<file path="src/design/rds_pkg.sv">
// Package: constants, types, sine table and microcode ROM of the RDS subcarrier modulator.
package rds_pkg;

  // Buffer and symbol geometry
  localparam int BUFFER_DEPTH       = 256;
  localparam int SAMPLES_PER_SYMBOL = 384;
  localparam int BUF_AW   = $clog2(BUFFER_DEPTH);
  localparam int BIT_IW   = BUF_AW + 3;
  localparam int LEN_W    = BUF_AW + 1;
  localparam int PHASE_W  = $clog2(SAMPLES_PER_SYMBOL);
  localparam logic [PHASE_W-1:0] PHASE_LAST = PHASE_W'(SAMPLES_PER_SYMBOL - 1);
  localparam logic [PHASE_W-1:0] PHASE_HALF = PHASE_W'(SAMPLES_PER_SYMBOL / 2);

  // Field widths
  localparam int SAMPLE_W = 16;
  localparam int BYTE_W   = 8;
  localparam int LEVEL_W  = 18;
  localparam int GAIN_W   = 16;
  localparam int CFG_IW   = 2;
  localparam int CFG_DW   = 16;

  // Shared multiplier and product register
  localparam int MUL_AW = 34;
  localparam int MUL_BW = 17;
  localparam int PROD_W = MUL_AW + MUL_BW;

  // Filter coefficients, Q0.16
  localparam logic signed [MUL_BW-1:0]  COEF_KEEP = 17'sd64881;
  localparam logic signed [LEVEL_W+6:0] COEF_STEP = 25'sd655;
  localparam logic signed [LEVEL_W+6:0] LEVEL_MAX = 25'sd131071;
  localparam logic signed [LEVEL_W+6:0] LEVEL_MIN = -25'sd131072;

  // Register indexes
  localparam logic [CFG_IW-1:0] CFG_BUFFER_BYTES = 2'd0;
  localparam logic [CFG_IW-1:0] CFG_MIX_GAIN     = 2'd1;
  localparam logic [LEN_W-1:0]  BUFFER_BYTES_RST = LEN_W'(1);
  localparam logic [GAIN_W-1:0] MIX_GAIN_RST     = 16'd3277;

  // Item commands
  localparam logic CMD_SAMPLE = 1'b0;
  localparam logic CMD_LOAD   = 1'b1;

  // Sequencer step address
  localparam int STEP_W = 3;
  typedef logic [STEP_W-1:0] step_t;
  localparam step_t STEP_IDLE   = 3'd0;
  localparam step_t STEP_FMUL   = 3'd3;
  localparam step_t STEP_FINISH = 3'd7;

  // Datapath action of one control word
  typedef enum logic [2:0] {
    ACT_NONE   = 3'd0,
    ACT_FETCH  = 3'd1,
    ACT_ENCODE = 3'd2,
    ACT_FMUL   = 3'd3,
    ACT_FADD   = 3'd4,
    ACT_MMUL1  = 3'd5,
    ACT_MMUL2  = 3'd6,
    ACT_FINISH = 3'd7
  } act_e;

  // Jump condition: taken goes to target, else to the next step
  typedef enum logic [1:0] {
    COND_NEVER        = 2'd0,
    COND_NO_SAMPLE    = 2'd1,
    COND_NOT_SYM_START = 2'd2,
    COND_OUT_BUSY     = 2'd3
  } cond_e;

  typedef struct packed {
    act_e  act;
    cond_e cond;
    step_t target;
  } ucode_t;

  // Microcode ROM. The finish step falls through to step 0 by counter wrap.
  function automatic ucode_t ucode(input step_t step);
    ucode_t w;
    case (step)
      3'd0:    w = '{act: ACT_NONE,   cond: COND_NO_SAMPLE,     target: STEP_IDLE};
      3'd1:    w = '{act: ACT_FETCH,  cond: COND_NOT_SYM_START, target: STEP_FMUL};
      3'd2:    w = '{act: ACT_ENCODE, cond: COND_NEVER,         target: STEP_IDLE};
      3'd3:    w = '{act: ACT_FMUL,   cond: COND_NEVER,         target: STEP_IDLE};
      3'd4:    w = '{act: ACT_FADD,   cond: COND_NEVER,         target: STEP_IDLE};
      3'd5:    w = '{act: ACT_MMUL1,  cond: COND_NEVER,         target: STEP_IDLE};
      3'd6:    w = '{act: ACT_MMUL2,  cond: COND_NEVER,         target: STEP_IDLE};
      3'd7:    w = '{act: ACT_FINISH, cond: COND_OUT_BUSY,      target: STEP_FINISH};
      default: w = '{act: ACT_NONE,   cond: COND_NEVER,         target: STEP_IDLE};
    endcase
    return w;
  endfunction

  // Eight-entry sine table, Q1.15, phase step of 135 degrees per entry
  function automatic logic signed [SAMPLE_W-1:0] sine_q15(input logic [2:0] idx);
    logic signed [SAMPLE_W-1:0] s;
    case (idx)
      3'd0:    s = 16'sd0;
      3'd1:    s = 16'sd23170;
      3'd2:    s = -16'sd32768;
      3'd3:    s = 16'sd23170;
      3'd4:    s = 16'sd0;
      3'd5:    s = -16'sd23170;
      3'd6:    s = 16'sd32767;
      3'd7:    s = -16'sd23170;
      default: s = 16'sd0;
    endcase
    return s;
  endfunction

endpackage

</file>
<file path="src/design/rds_if.sv">
// Interfaces: input item channel and result channel of the RDS subcarrier modulator.
interface rds_in_if;
  logic                                   valid;
  logic                                   ready;
  logic                                   cmd;
  logic signed [rds_pkg::SAMPLE_W-1:0]    sample_in;
  logic        [rds_pkg::BYTE_W-1:0]      load_address;
  logic        [rds_pkg::BYTE_W-1:0]      load_byte;

  modport source (output valid, cmd, sample_in, load_address, load_byte, input ready);
  modport sink   (input valid, cmd, sample_in, load_address, load_byte, output ready);
endinterface

interface rds_out_if;
  logic                                valid;
  logic                                ready;
  logic signed [rds_pkg::SAMPLE_W-1:0] sample_out;

  modport source (output valid, sample_out, input ready);
  modport sink   (input valid, sample_out, output ready);
endinterface

</file>
<file path="src/design/rds_subcarrier_modulator.sv">
// Top level: microcoded RDS subcarrier modulator with its bit buffer.
// A load beat writes one byte of the 256-byte RDS bit buffer; the sequencer
// stays idle. A sample beat runs the seven-step microprogram (buffer fetch,
// bit encode, filter multiply, filter add, two mix multiplies, round and
// saturate) on one shared 34x17 multiplier. For a sample that does not start
// a symbol the fetch step jumps past the encode step. The finish step waits
// while the result register holds a stalled result. The result register lets
// the next item be accepted while the previous result is still waiting to be
// taken. The buffer has no reset; only bytes that were loaded may be cycled
// through.
module rds_subcarrier_modulator (
  input  logic                               clk_i,
  input  logic                               rst_ni,
  rds_in_if.sink                             in_if_i,
  rds_out_if.source                          out_if_o,
  input  logic                               cfg_we_i,
  input  logic [rds_pkg::CFG_IW-1:0]         cfg_index_i,
  input  logic [rds_pkg::CFG_DW-1:0]         cfg_data_i
);

  // Configuration registers
  logic [rds_pkg::LEN_W-1:0]  buffer_bytes_q;
  logic [rds_pkg::GAIN_W-1:0] mix_gain_q;

  always_ff @(posedge clk_i or negedge rst_ni) begin
    if (!rst_ni) begin
      buffer_bytes_q <= rds_pkg::BUFFER_BYTES_RST;
      mix_gain_q     <= rds_pkg::MIX_GAIN_RST;
    end else if (cfg_we_i) begin
      case (cfg_index_i)
        rds_pkg::CFG_BUFFER_BYTES: buffer_bytes_q <= cfg_data_i[rds_pkg::LEN_W-1:0];
        rds_pkg::CFG_MIX_GAIN:     mix_gain_q     <= cfg_data_i[rds_pkg::GAIN_W-1:0];
        default: ;
      endcase
    end
  end

  // Sequencer
  rds_pkg::step_t  step_q, step_d;
  rds_pkg::ucode_t uw;
  logic            jump;
  logic            out_busy;
  logic            in_accept;
  logic            load_accept;
  logic            finish_fire;
  logic [rds_pkg::PHASE_W-1:0] phase_q;

  assign uw          = rds_pkg::ucode(step_q);
  assign in_if_i.ready = (step_q == rds_pkg::STEP_IDLE);
  assign in_accept   = in_if_i.valid && in_if_i.ready;
  assign load_accept = in_accept && (in_if_i.cmd == rds_pkg::CMD_LOAD);
  assign out_busy    = out_if_o.valid && !out_if_o.ready;
  assign finish_fire = (uw.act == rds_pkg::ACT_FINISH) && !out_busy;

  always_comb begin
    case (uw.cond)
      rds_pkg::COND_NEVER:         jump = 1'b0;
      rds_pkg::COND_NO_SAMPLE:     jump = !(in_if_i.valid &&
                                            (in_if_i.cmd == rds_pkg::CMD_SAMPLE));
      rds_pkg::COND_NOT_SYM_START: jump = (phase_q != '0);
      rds_pkg::COND_OUT_BUSY:      jump = out_busy;
      default:                     jump = 1'b0;
    endcase
    step_d = jump ? uw.target : rds_pkg::step_t'(step_q + 1'b1);
  end

  always_ff @(posedge clk_i or negedge rst_ni) begin
    if (!rst_ni) begin
      step_q <= rds_pkg::STEP_IDLE;
    end else begin
      step_q <= step_d;
    end
  end

  // Sample latch
  logic signed [rds_pkg::SAMPLE_W-1:0] sample_q;

  always_ff @(posedge clk_i) begin
    if (in_accept) begin
      sample_q <= in_if_i.sample_in;
    end
  end

  // RDS bit buffer, registered read
  logic [rds_pkg::BYTE_W-1:0] bit_store [rds_pkg::BUFFER_DEPTH];
  logic [rds_pkg::BYTE_W-1:0] rd_byte_q;
  logic [rds_pkg::LEN_W-1:0]  len;
  logic [rds_pkg::BIT_IW:0]   len_bits;
  logic [rds_pkg::BIT_IW-1:0] bit_index_q, bit_index_d;
  logic [rds_pkg::BIT_IW-1:0] fetch_index;
  logic [rds_pkg::BIT_IW:0]   next_index;
  logic                       line_bit;
  logic                       diff_bit_q, diff_bit_d;

  always_ff @(posedge clk_i) begin
    if (load_accept) begin
      bit_store[in_if_i.load_address] <= in_if_i.load_byte;
    end
    if (uw.act == rds_pkg::ACT_FETCH) begin
      rd_byte_q <= bit_store[fetch_index[rds_pkg::BIT_IW-1:3]];
    end
  end

  // Buffer length clamp and bit index wrap
  always_comb begin
    if (buffer_bytes_q == '0) begin
      len = rds_pkg::LEN_W'(1);
    end else if (buffer_bytes_q > rds_pkg::LEN_W'(rds_pkg::BUFFER_DEPTH)) begin
      len = rds_pkg::LEN_W'(rds_pkg::BUFFER_DEPTH);
    end else begin
      len = buffer_bytes_q;
    end
    len_bits    = {len, 3'b000};
    fetch_index = ({1'b0, bit_index_q} >= len_bits) ? '0 : bit_index_q;
    next_index  = {1'b0, bit_index_q} + 1'b1;
    line_bit    = rd_byte_q[3'd7 - bit_index_q[2:0]];
    bit_index_d = bit_index_q;
    diff_bit_d  = diff_bit_q;
    case (uw.act)
      rds_pkg::ACT_FETCH: begin
        // the index restarts only when a new symbol fetches its bit
        if (phase_q == '0) begin
          bit_index_d = fetch_index;
        end
      end
      rds_pkg::ACT_ENCODE: begin
        bit_index_d = (next_index >= len_bits) ? '0 : next_index[rds_pkg::BIT_IW-1:0];
        diff_bit_d  = diff_bit_q ^ line_bit;
      end
      default: ;
    endcase
  end

  // Shared multiplier with operand selection
  logic signed [rds_pkg::MUL_AW-1:0]  mul_a;
  logic signed [rds_pkg::MUL_BW-1:0]  mul_b;
  logic signed [rds_pkg::PROD_W-1:0]  mul_p;
  logic signed [rds_pkg::PROD_W-1:0]  prod_q, prod_d;
  logic signed [rds_pkg::LEVEL_W-1:0] level_q, level_d;

  always_comb begin
    case (uw.act)
      rds_pkg::ACT_FMUL: begin
        mul_a = rds_pkg::MUL_AW'(level_q);
        mul_b = rds_pkg::COEF_KEEP;
      end
      rds_pkg::ACT_MMUL1: begin
        mul_a = rds_pkg::MUL_AW'(level_q);
        mul_b = rds_pkg::MUL_BW'(rds_pkg::sine_q15(phase_q[2:0]));
      end
      rds_pkg::ACT_MMUL2: begin
        mul_a = prod_q[rds_pkg::MUL_AW-1:0];
        mul_b = $signed({1'b0, mix_gain_q});
      end
      default: begin
        mul_a = '0;
        mul_b = '0;
      end
    endcase
    mul_p = mul_a * mul_b;
  end

  // Filter update: round the keep product, then step by +/- 0.01 and clamp
  logic signed [39:0]                fsum;
  logic signed [rds_pkg::LEVEL_W+6:0] lvl;
  logic                              tx;

  always_comb begin
    tx   = (phase_q < rds_pkg::PHASE_HALF) ? diff_bit_q : !diff_bit_q;
    fsum = prod_q[39:0] + 40'sd32768;
    lvl  = $signed(fsum[39:16]) + (tx ? rds_pkg::COEF_STEP : -rds_pkg::COEF_STEP);
    if (lvl > rds_pkg::LEVEL_MAX) begin
      level_d = rds_pkg::LEVEL_MAX[rds_pkg::LEVEL_W-1:0];
    end else if (lvl < rds_pkg::LEVEL_MIN) begin
      level_d = rds_pkg::LEVEL_MIN[rds_pkg::LEVEL_W-1:0];
    end else begin
      level_d = lvl[rds_pkg::LEVEL_W-1:0];
    end
    case (uw.act)
      rds_pkg::ACT_FMUL, rds_pkg::ACT_MMUL1, rds_pkg::ACT_MMUL2: prod_d = mul_p;
      default: prod_d = prod_q;
    endcase
  end

  // Round the mix product to Q1.15, add to the sample, saturate
  logic signed [rds_pkg::PROD_W-1:0]   rsum;
  logic signed [18:0]                  addv;
  logic signed [19:0]                  total;
  logic signed [rds_pkg::SAMPLE_W-1:0] sat;
  logic signed [rds_pkg::SAMPLE_W-1:0] out_q;
  logic                                out_valid_q;

  always_comb begin
    rsum  = prod_q + (rds_pkg::PROD_W'(1) <<< 31);
    addv  = rsum[rds_pkg::PROD_W-1:32];
    total = 20'(sample_q) + 20'(addv);
    if (total > 20'sd32767) begin
      sat = 16'sd32767;
    end else if (total < -20'sd32768) begin
      sat = -16'sd32768;
    end else begin
      sat = total[rds_pkg::SAMPLE_W-1:0];
    end
  end

  // Datapath registers
  always_ff @(posedge clk_i or negedge rst_ni) begin
    if (!rst_ni) begin
      bit_index_q <= '0;
      diff_bit_q  <= 1'b0;
      level_q     <= '0;
      phase_q     <= '0;
    end else begin
      bit_index_q <= bit_index_d;
      diff_bit_q  <= diff_bit_d;
      if (uw.act == rds_pkg::ACT_FADD) begin
        level_q <= level_d;
      end
      if (finish_fire) begin
        phase_q <= (phase_q == rds_pkg::PHASE_LAST) ? '0
                   : rds_pkg::PHASE_W'(phase_q + 1'b1);
      end
    end
  end

  always_ff @(posedge clk_i) begin
    prod_q <= prod_d;
    if (finish_fire) begin
      out_q <= sat;
    end
  end

  // Result register
  always_ff @(posedge clk_i or negedge rst_ni) begin
    if (!rst_ni) begin
      out_valid_q <= 1'b0;
    end else if (finish_fire) begin
      out_valid_q <= 1'b1;
    end else if (out_if_o.ready) begin
      out_valid_q <= 1'b0;
    end
  end

  assign out_if_o.valid      = out_valid_q;
  assign out_if_o.sample_out = out_q;

endmodule

</file>
<file path="src/flat_wrapper.sv">
// flat-port wrapper written by rule: the top's interface ports become plain ports
module rds_subcarrier_modulator_flat 
  (clk_i, rst_ni, cfg_we_i, cfg_index_i, cfg_data_i, in_if_i_valid, in_if_i_cmd, in_if_i_sample_in, in_if_i_load_address, in_if_i_load_byte, in_if_i_ready, out_if_o_valid, out_if_o_sample_out, out_if_o_ready);
  rds_in_if in_if_i_i ();
  rds_out_if out_if_o_i ();
  input  logic clk_i;
  input  logic rst_ni;
  input  logic cfg_we_i;
  input  logic [rds_pkg::CFG_IW-1:0] cfg_index_i;
  input  logic [rds_pkg::CFG_DW-1:0] cfg_data_i;
  input wire logic [$bits(in_if_i_i.valid)-1:0] in_if_i_valid;
  input wire logic [$bits(in_if_i_i.cmd)-1:0] in_if_i_cmd;
  input wire logic [$bits(in_if_i_i.sample_in)-1:0] in_if_i_sample_in;
  input wire logic [$bits(in_if_i_i.load_address)-1:0] in_if_i_load_address;
  input wire logic [$bits(in_if_i_i.load_byte)-1:0] in_if_i_load_byte;
  output wire logic [$bits(in_if_i_i.ready)-1:0] in_if_i_ready;
  output wire logic [$bits(out_if_o_i.valid)-1:0] out_if_o_valid;
  output wire logic [$bits(out_if_o_i.sample_out)-1:0] out_if_o_sample_out;
  input wire logic [$bits(out_if_o_i.ready)-1:0] out_if_o_ready;
  assign in_if_i_i.valid = in_if_i_valid;
  assign in_if_i_i.cmd = in_if_i_cmd;
  assign in_if_i_i.sample_in = in_if_i_sample_in;
  assign in_if_i_i.load_address = in_if_i_load_address;
  assign in_if_i_i.load_byte = in_if_i_load_byte;
  assign in_if_i_ready = in_if_i_i.ready;
  assign out_if_o_valid = out_if_o_i.valid;
  assign out_if_o_sample_out = out_if_o_i.sample_out;
  assign out_if_o_i.ready = out_if_o_ready;
  rds_subcarrier_modulator u_core (.clk_i(clk_i), .rst_ni(rst_ni), .in_if_i(in_if_i_i), .out_if_o(out_if_o_i), .cfg_we_i(cfg_we_i), .cfg_index_i(cfg_index_i), .cfg_data_i(cfg_data_i));
endmodule
</file>
<file path="config.mk">
export PLATFORM = sky130hd
export DESIGN_NAME = rds_subcarrier_modulator_flat
export DESIGN_NICKNAME = d
export VERILOG_FILES = /design/src/design/rds_pkg.sv /design/src/design/rds_if.sv /design/src/design/rds_subcarrier_modulator.sv /design/src/flat_wrapper.sv
export SDC_FILE = /design/constraint.sdc
export NUM_CORES = 2
export LEC_CHECK = 0
export BUFFER_PORTS_ARGS = -buffer_cell sky130_fd_sc_hd__buf_2
export CAP_MARGIN = 30
export CORE_AREA = 2 2 453 455
export DETAILED_ROUTE_END_ITERATION = 8
export DIE_AREA = 0 0 455 457
export GPL_TIMING_DRIVEN = 0
export PLACE_DENSITY = 0.72
export SETUP_SLACK_MARGIN = 0.2
export SKIP_LAST_GASP = 1
export SLEW_MARGIN = 5
export SYNTH_ARGS = -nofsm -noshare
export SYNTH_HDL_FRONTEND = slang
export SYNTH_SLANG_ARGS = --single-unit
</file>
<file path="constraint.sdc">
create_clock -name clk_i -period 8.6 [get_ports clk_i]
set_input_delay 0 -clock clk_i [delete_from_list [all_inputs] [get_ports clk_i]]
set_output_delay 0 -clock clk_i [all_outputs]
set_load 0.005 [all_outputs]
</file>
Word-level counts from Yosys, hierarchy flattened
Memories as Yosys holds them, arrays and structs flattened. A register that Yosys moved wholly into a read port is not among the register bits.
Cells that the tools add are included.
{"block": "word_totals", "reg_bits": 151, "ramBits": 2048, "input_bits": 56, "memories": 3, "word_cells": 94, "mem_bits_ro": 192, "output_inout_bits": 18}
{"memory": "u_core.bit_store", "words": 256, "word_bits": 8, "rd": 1, "rd_ports_with_merged_regs": 1, "wr": 1, "line_no": "rds_subcarrier_modulator.sv:85", "text": "logic [rds_pkg::BYTE_W-1:0] bit_store [rds_pkg::BUFFER_DEPTH];"}
{"memory": "(name not given)", "words": 8, "word_bits": 16, "rd": 1, "rd_ports_with_merged_regs": 0, "wr": 0, "line_no": "rds_pkg.sv:96", "text": "case (idx)"}
{"memory": "(name not given)", "words": 8, "word_bits": 8, "rd": 1, "rd_ports_with_merged_regs": 0, "wr": 0, "line_no": "rds_pkg.sv:79", "text": "case (step)"}
{"block": "op_classes", "add_sub_neg": 8, "reduce_logical": 23, "n_mux": 22, "magnitude_cmp": 9, "n_bitwise": 2, "n_eq_ne": 14, "n_mul": 1}
{"op": "$pmux 34 s2", "count": 1}
{"op": "$add 51x33->51 const B", "count": 1}
{"op": "$mul 34x17->51", "count": 1}
{"op": "$pmux 17 s3", "count": 1}
{"op": "$add 40x16->40 const B", "count": 1}
{"op": "$mux 18", "count": 2}
{"op": "$mux 11", "count": 3}
{"op": "$mux 9", "count": 3}
{"op": "$add 24x25->25", "count": 1}
{"op": "$gt 25x18->1 const B", "count": 1}
{"op": "$lt 25x18->1 const B", "count": 1}
{"op": "$mux 25", "count": 1}
{"op": "$pmux 11 s2", "count": 1}
{"op": "$add 16x19->20", "count": 1}
{"op": "$gt 20x16->1 const B", "count": 1}
{"op": "$lt 20x16->1 const B", "count": 1}
{"op": "$logic_not 9->1", "count": 2}
{"op": "$mux 16", "count": 1}
{"op": "$add 11x1->12 const B", "count": 1}
{"op": "$eq 3x3->1 const B", "count": 4}
{"op": "$ge 11x12->1", "count": 1}
{"op": "$ge 12x12->1", "count": 1}
{"op": "$add 9x1->9 const B", "count": 1}
{"op": "$eq 9x9->1 const B", "count": 1}
{"op": "26 further kinds", "count": 46}

Depth between registers and ports, before layout
{"block": "logic_depth", "depth_word": 7, "mapped_depth": 32, "mapped_depth_nobuf": 30}

Least setup slack after synthesis
Ideal clock, no wire load.
{"block": "synth_timing", "path_kind": "register -> register", "from": "register u_core.step_q[2]", "to": "register u_core.prod_q[47] in the netlist's numbering, data pin", "path_buffers": 3, "path_stages_with_launch": 30, "setup_time_ns": 0.268, "arrival_time_ns": 7.643, "synth_period_minus_slack_ns": 7.911, "t_required_ns": 8.332, "path_slack_ns": 0.689, "cell_sequence": "dfrtp_1 > clkbuf_1 > inv_1 > ha_1 > or2_2 > clkbuf_1 > a21oi_1 > clkbuf_1 > nor2_1 > fa_1 > inv_1 > fa_1 > fa_1 > inv_1 > fa_1 > fa_1 > inv_1 > fa_1 > inv_1 > ha_1 > a211oi_1 > nor2_1 > o41a_1 > a22oi_1 > o21ai_0 > a21oi_1 > a21oi_1 > o41ai_1 > o311ai_0 > xnor2_1"}
{"block": "synth_via", "elab_chain_len": 5, "elab_cells_between_ends": 8, "cone_classes": "1 x mul; 3 x eq/ne; 2 x mux; 1 x reduce/logical; 1 x memory"}
{"item": "from (decl)", "line_no": "rds_subcarrier_modulator.sv:39", "text": "rds_pkg::step_t step_q, step_d;"}
{"item": "from (signal assigned)", "line_no": "rds_subcarrier_modulator.sv:69", "text": "step_q <= rds_pkg::STEP_IDLE;"}
{"item": "from (signal assigned)", "line_no": "rds_subcarrier_modulator.sv:71", "text": "step_q <= step_d;"}
{"item": "$mem_v2 8x8 (*)"}
{"item": "$eq 3x2->1 / $eq 3x3->1 (equally long branches)", "line_no": "rds_subcarrier_modulator.sv:142", "text": "case (uw.act)"}
{"item": "$reduce_or 2->1 (no source line)"}
{"item": "$pmux 34 s2", "line_no": "rds_subcarrier_modulator.sv:142"}
{"item": "$mul 34x17->51 (*)", "line_no": "rds_subcarrier_modulator.sv:160", "text": "mul_p = mul_a * mul_b;"}
{"item": "net u_core.mul_p (one bit)", "line_no": "rds_subcarrier_modulator.sv:137", "text": "logic signed [rds_pkg::PROD_W-1:0] mul_p;"}
{"item": "to (signal assigned)", "line_no": "rds_subcarrier_modulator.sv:227", "text": "prod_q <= prod_d;"}
{"item": "to (decl)", "line_no": "rds_subcarrier_modulator.sv:138", "text": "logic signed [rds_pkg::PROD_W-1:0] prod_q, prod_d;"}
Mark *: on every way through the listed nets, which the timed path passes. The rest lies on a longest branch.
A chain may end at the register's enable or synchronous reset.

Worst setup path after layout
{"block": "layout_timing", "from": "register u_core.bit_index_q[3] in the netlist's numbering", "to": "register u_core.rd_byte_q[0] in the netlist's numbering, read port of u_core.bit_store, data pin"}
{"block": "layout_via", "elab_chain_len": 2}
{"item": "from (decl)", "line_no": "rds_subcarrier_modulator.sv:89", "text": "logic [rds_pkg::BIT_IW-1:0] bit_index_q, bit_index_d;"}
{"item": "from (signal assigned)", "line_no": "rds_subcarrier_modulator.sv:214", "text": "bit_index_q <= bit_index_d;"}
{"item": "$ge 11x12->1", "line_no": "rds_subcarrier_modulator.sv:114", "text": "fetch_index = ({1'b0, bit_index_q} >= len_bits) ? '0 : bit_index_q;"}
{"item": "$mux 11 (*)", "line_no": "rds_subcarrier_modulator.sv:114"}
{"item": "to (decl)", "line_no": "rds_subcarrier_modulator.sv:86", "text": "logic [rds_pkg::BYTE_W-1:0] rd_byte_q;"}
Every way passes the cells marked *; elsewhere a longest branch is shown, timed or not. The select of a mux whose other input is x is not followed.

==> impl_metrics.toml <==
[synth]
synth_fp_nets = 8939
synth_top_area_cell = "edfxtp_1"
synth-main-ff-cell = "edfxtp_1"
synthDistinctLibCells = 94
synth_most_common_cell = "edfxtp_1"
syn_area_um2 = 111000
synth_top_area_share_pct = 57.8
yosysWarnings = 0
synth_common_cells = "2139 x edfxtp_1, 768 x nor2_1, 595 x inv_1"
ys_ff_latch = 2207
netlist_instances = 8137
ys_seq_area_share_pct = 59.4
synth_edf_count = 2139
synth-async-reset-ratio_pct = 3.08
yosys-top-cells-area = "edfxtp_1 58%, fa_1 10%, mux4_2 2.8%"
synth.avg_cell_area_um2 = 13.6

[route]
wire_per_inst_um = 36.5
drt_wl_total_mm = 426
drt-pass1-iter-count = 7
vias = 78600
ant_nets = 0
drt_iter0_markers = 12900
via_per_inst = 6.73
drc = 0

[floorplan]
rows = 166
io_pins = 74
die_w_um = 455
start_util_pct = 54.6
core-area_um2 = 203000
die_h_um = 457
die_area_um2 = 208000

[finish]
nNetsFinal = 9574
design_area_um2 = 127000
stdcell_count = 11700
seqCellArea_um2 = 65900
syn2layout_area_growth_pct = 14.1
drive_above_1_share_pct = 14.5
fill_cells = 15200
multi_input_area_um2 = 41300
final_util_pct = 62.3

[setup_path]
path_class = "flip-flop to flip-flop"
cp_slowest_stage_delay_ns = 0.99
timing.critical_path.buf_inv = 8
critical_path.most_common_cell = "clkbuf_1"
crit_fanout = 10
worstPathArrival_ns = 9.14
cp_cell_sequence = "buf_2 -> inv_1 -> buf_4 -> clkbuf_1 -> buf_1 -> buf_6 -> ha_1 -> nand4b_1 -> o41a_1 -> a21o_1 -> nand2_1 -> clkbuf_1 -> clkbuf_1 -> nand2_1 -> a21boi_0 -> o21ai_0 -> a221oi_1 -> o21ai_1 -> o2bb2ai_1"
required_ns = 9.13
crit_family = "buffers and inverters"
cp_slowest_cell = "a221oi_1"
startpoint_type = "flip-flop"
cp-end-kind = "flip-flop"
reg2reg_slack_ns = -0.003

[flow_run]
cap_viol_max_count = 0

[placement]
placed_cell_area_um2 = 117000
gp_congestion = 1.06
place_hpwl_mm = 314
dp.cells = 11100
place.port_buffers = 73

[timing]
period_needed_ns = 8.60
rsz0062_at_grt = "false"
fin_skew_ns = 0.105
slew_violations = 0
tns_ns = -0.00303
fin_crit_sh_pct = 100
slew_headroom_pct = 17.6
setup_viol = 1
fin_ws_ns = -0.00303
hold_viol = 0
timing.fmax_mhz = 116
worstMarginPinSlew_ns = 1.24

[grt]
antenna_found_initial = 32
grt_pass1_wl_mm = 582
grt_usage_pct = 40.7
grt_pass1_vias = 75900
grt_max_degree = 169
overflow = 0

[power]
p_per_area_nw_per_um2 = 287
leakage_nw = 44.8
power.total_mw = 36.3
ir_drop_v = 0.000247

[cts]
cts_buffers = 217
htreeDepth = 4
cts_root_buffer = "clkbuf_16"
clk_path_buf_depth = 3
cts_tree = "yes"
cts.sinks = 2207
clock_latency_ns = 0.94
path_clk_slew_ns = 0.06

[hold_path]
hold_class = "input port to flip-flop"

[status]
failed_checks = "negative setup slack"
outcome = "complete, but fails checks"
-- repair_timing --
| item | 4_1_cts | 5_1_grt |
|---|---|---|
| pin swaps | 17 | 7 |
| endpoints found under the setup margin | 34 | 17 |
| buffers inserted | 27 | 2 |
| endpoints found under the hold margin | 1462 | 0 |
| hold buffers | 100 | 0 |
| gates resized for setup | 166 | 139 |
-- stage by stage --
step                setup WS (ns)  hold WS (ns)
detailed placement          -1.98        -0.129
finish                   -0.00303        0.0495
global route                0.190        0.0394
global placement            -2.01         0.180
floorplan                   0.689        -0.296
CTS                         0.176       0.00205
-- worst paths after layout --
kind / from / endpoint / cells past startpoint
min: in_if_i_load_byte[0] / u_core.bit_store[84][0] / 2
min in group asynchronous: rst_ni / u_core.phase_q[4] / 3
max in group asynchronous: rst_ni / u_core.mix_gain_q[0] / 4
max: u_core.bit_index_q[3] / u_core.rd_byte_q[0] / 19
min reg2reg: u_core.diff_bit_q / u_core.diff_bit_q / 1
max reg2reg: u_core.bit_index_q[3] / u_core.rd_byte_q[0] / 19
-- power by group --
| part | switching (mW) | internal (mW) |
|---|---|---|
| clock | 4.38 | 5.34 |
| sequential | 0.343 | 12.4 |
| combinational | 8.96 | 4.89 |
| total | 13.7 | 22.6 |
-- metal layers --
layer | global-route usage, % | wire length, um
met1 | 52.4 | 152000
met2 | 58.6 | 181000
met3 | 15.9 | 60700
met4 | 23.5 | 31700
met5 | 0.490 | 69
-- layout make-up --
type                       instances  share of cell area [%]
clock buffer                     257                    4.44
tap                             2688                    2.65
buffer                           479                    1.87
timing repair buffer             417                    3.37
inverter                         598                    1.77
clock inverter                   147                    1.24
antenna                           22                  0.0434
multi-input combinational       4852                    32.6
sequential                      2207                    52.0
-- logic make-up (layout without fill, tap and decap cells) --
group,Yosys count,after routing,share of synthesized area [%]
buf+inv,1078,1898,3.90
other cells,0,22,0
flops,2207,2207,59.4
fa+ha+maj,746,746,12.1
xor+xnor,146,146,1.15
mux,581,581,6.96
compound gates,1598,1598,9.52
simple gates,1781,1781,6.95
-- registers in the layout (all words and copies together) (netlist names) --
signal,flops
u_core.bit_index_q,11
u_core.diff_bit_q,1
u_core.bit_store,2048
u_core.mix_gain_q,16
u_core.out_if_o.valid,1
u_core.buffer_bytes_q,9
u_core.out_if_o.sample_out,16
u_core.step_q,3
u_core.prod_q,51
u_core.sample_q,16
u_core.rd_byte_q,8
u_core.phase_q,9
u_core.level_q,18
-- cell usage in the layout, fill, tap and decap left out, types with 100 or more instances in the layout --
master         synthesis  layout
mux2_2               158     158
clkbuf_16              0     218
ha_1                 193     186
fa_1                 553     552
buf_4                 22     144
nand2_1              542     541
buf_2                 90     176
mux4_2               136     136
mux2i_1              286     286
clkbuf_1             306     249
a21oi_1              411     384
nor2_1               768     765
edfxtp_1            2139    2139
o21ai_0              336     329
o221ai_1             100     100
dlygate4sd3_1          0     100
inv_1                595     594
nand3_1              120     120
Note: power is estimated with default switching activity, not from simulation.
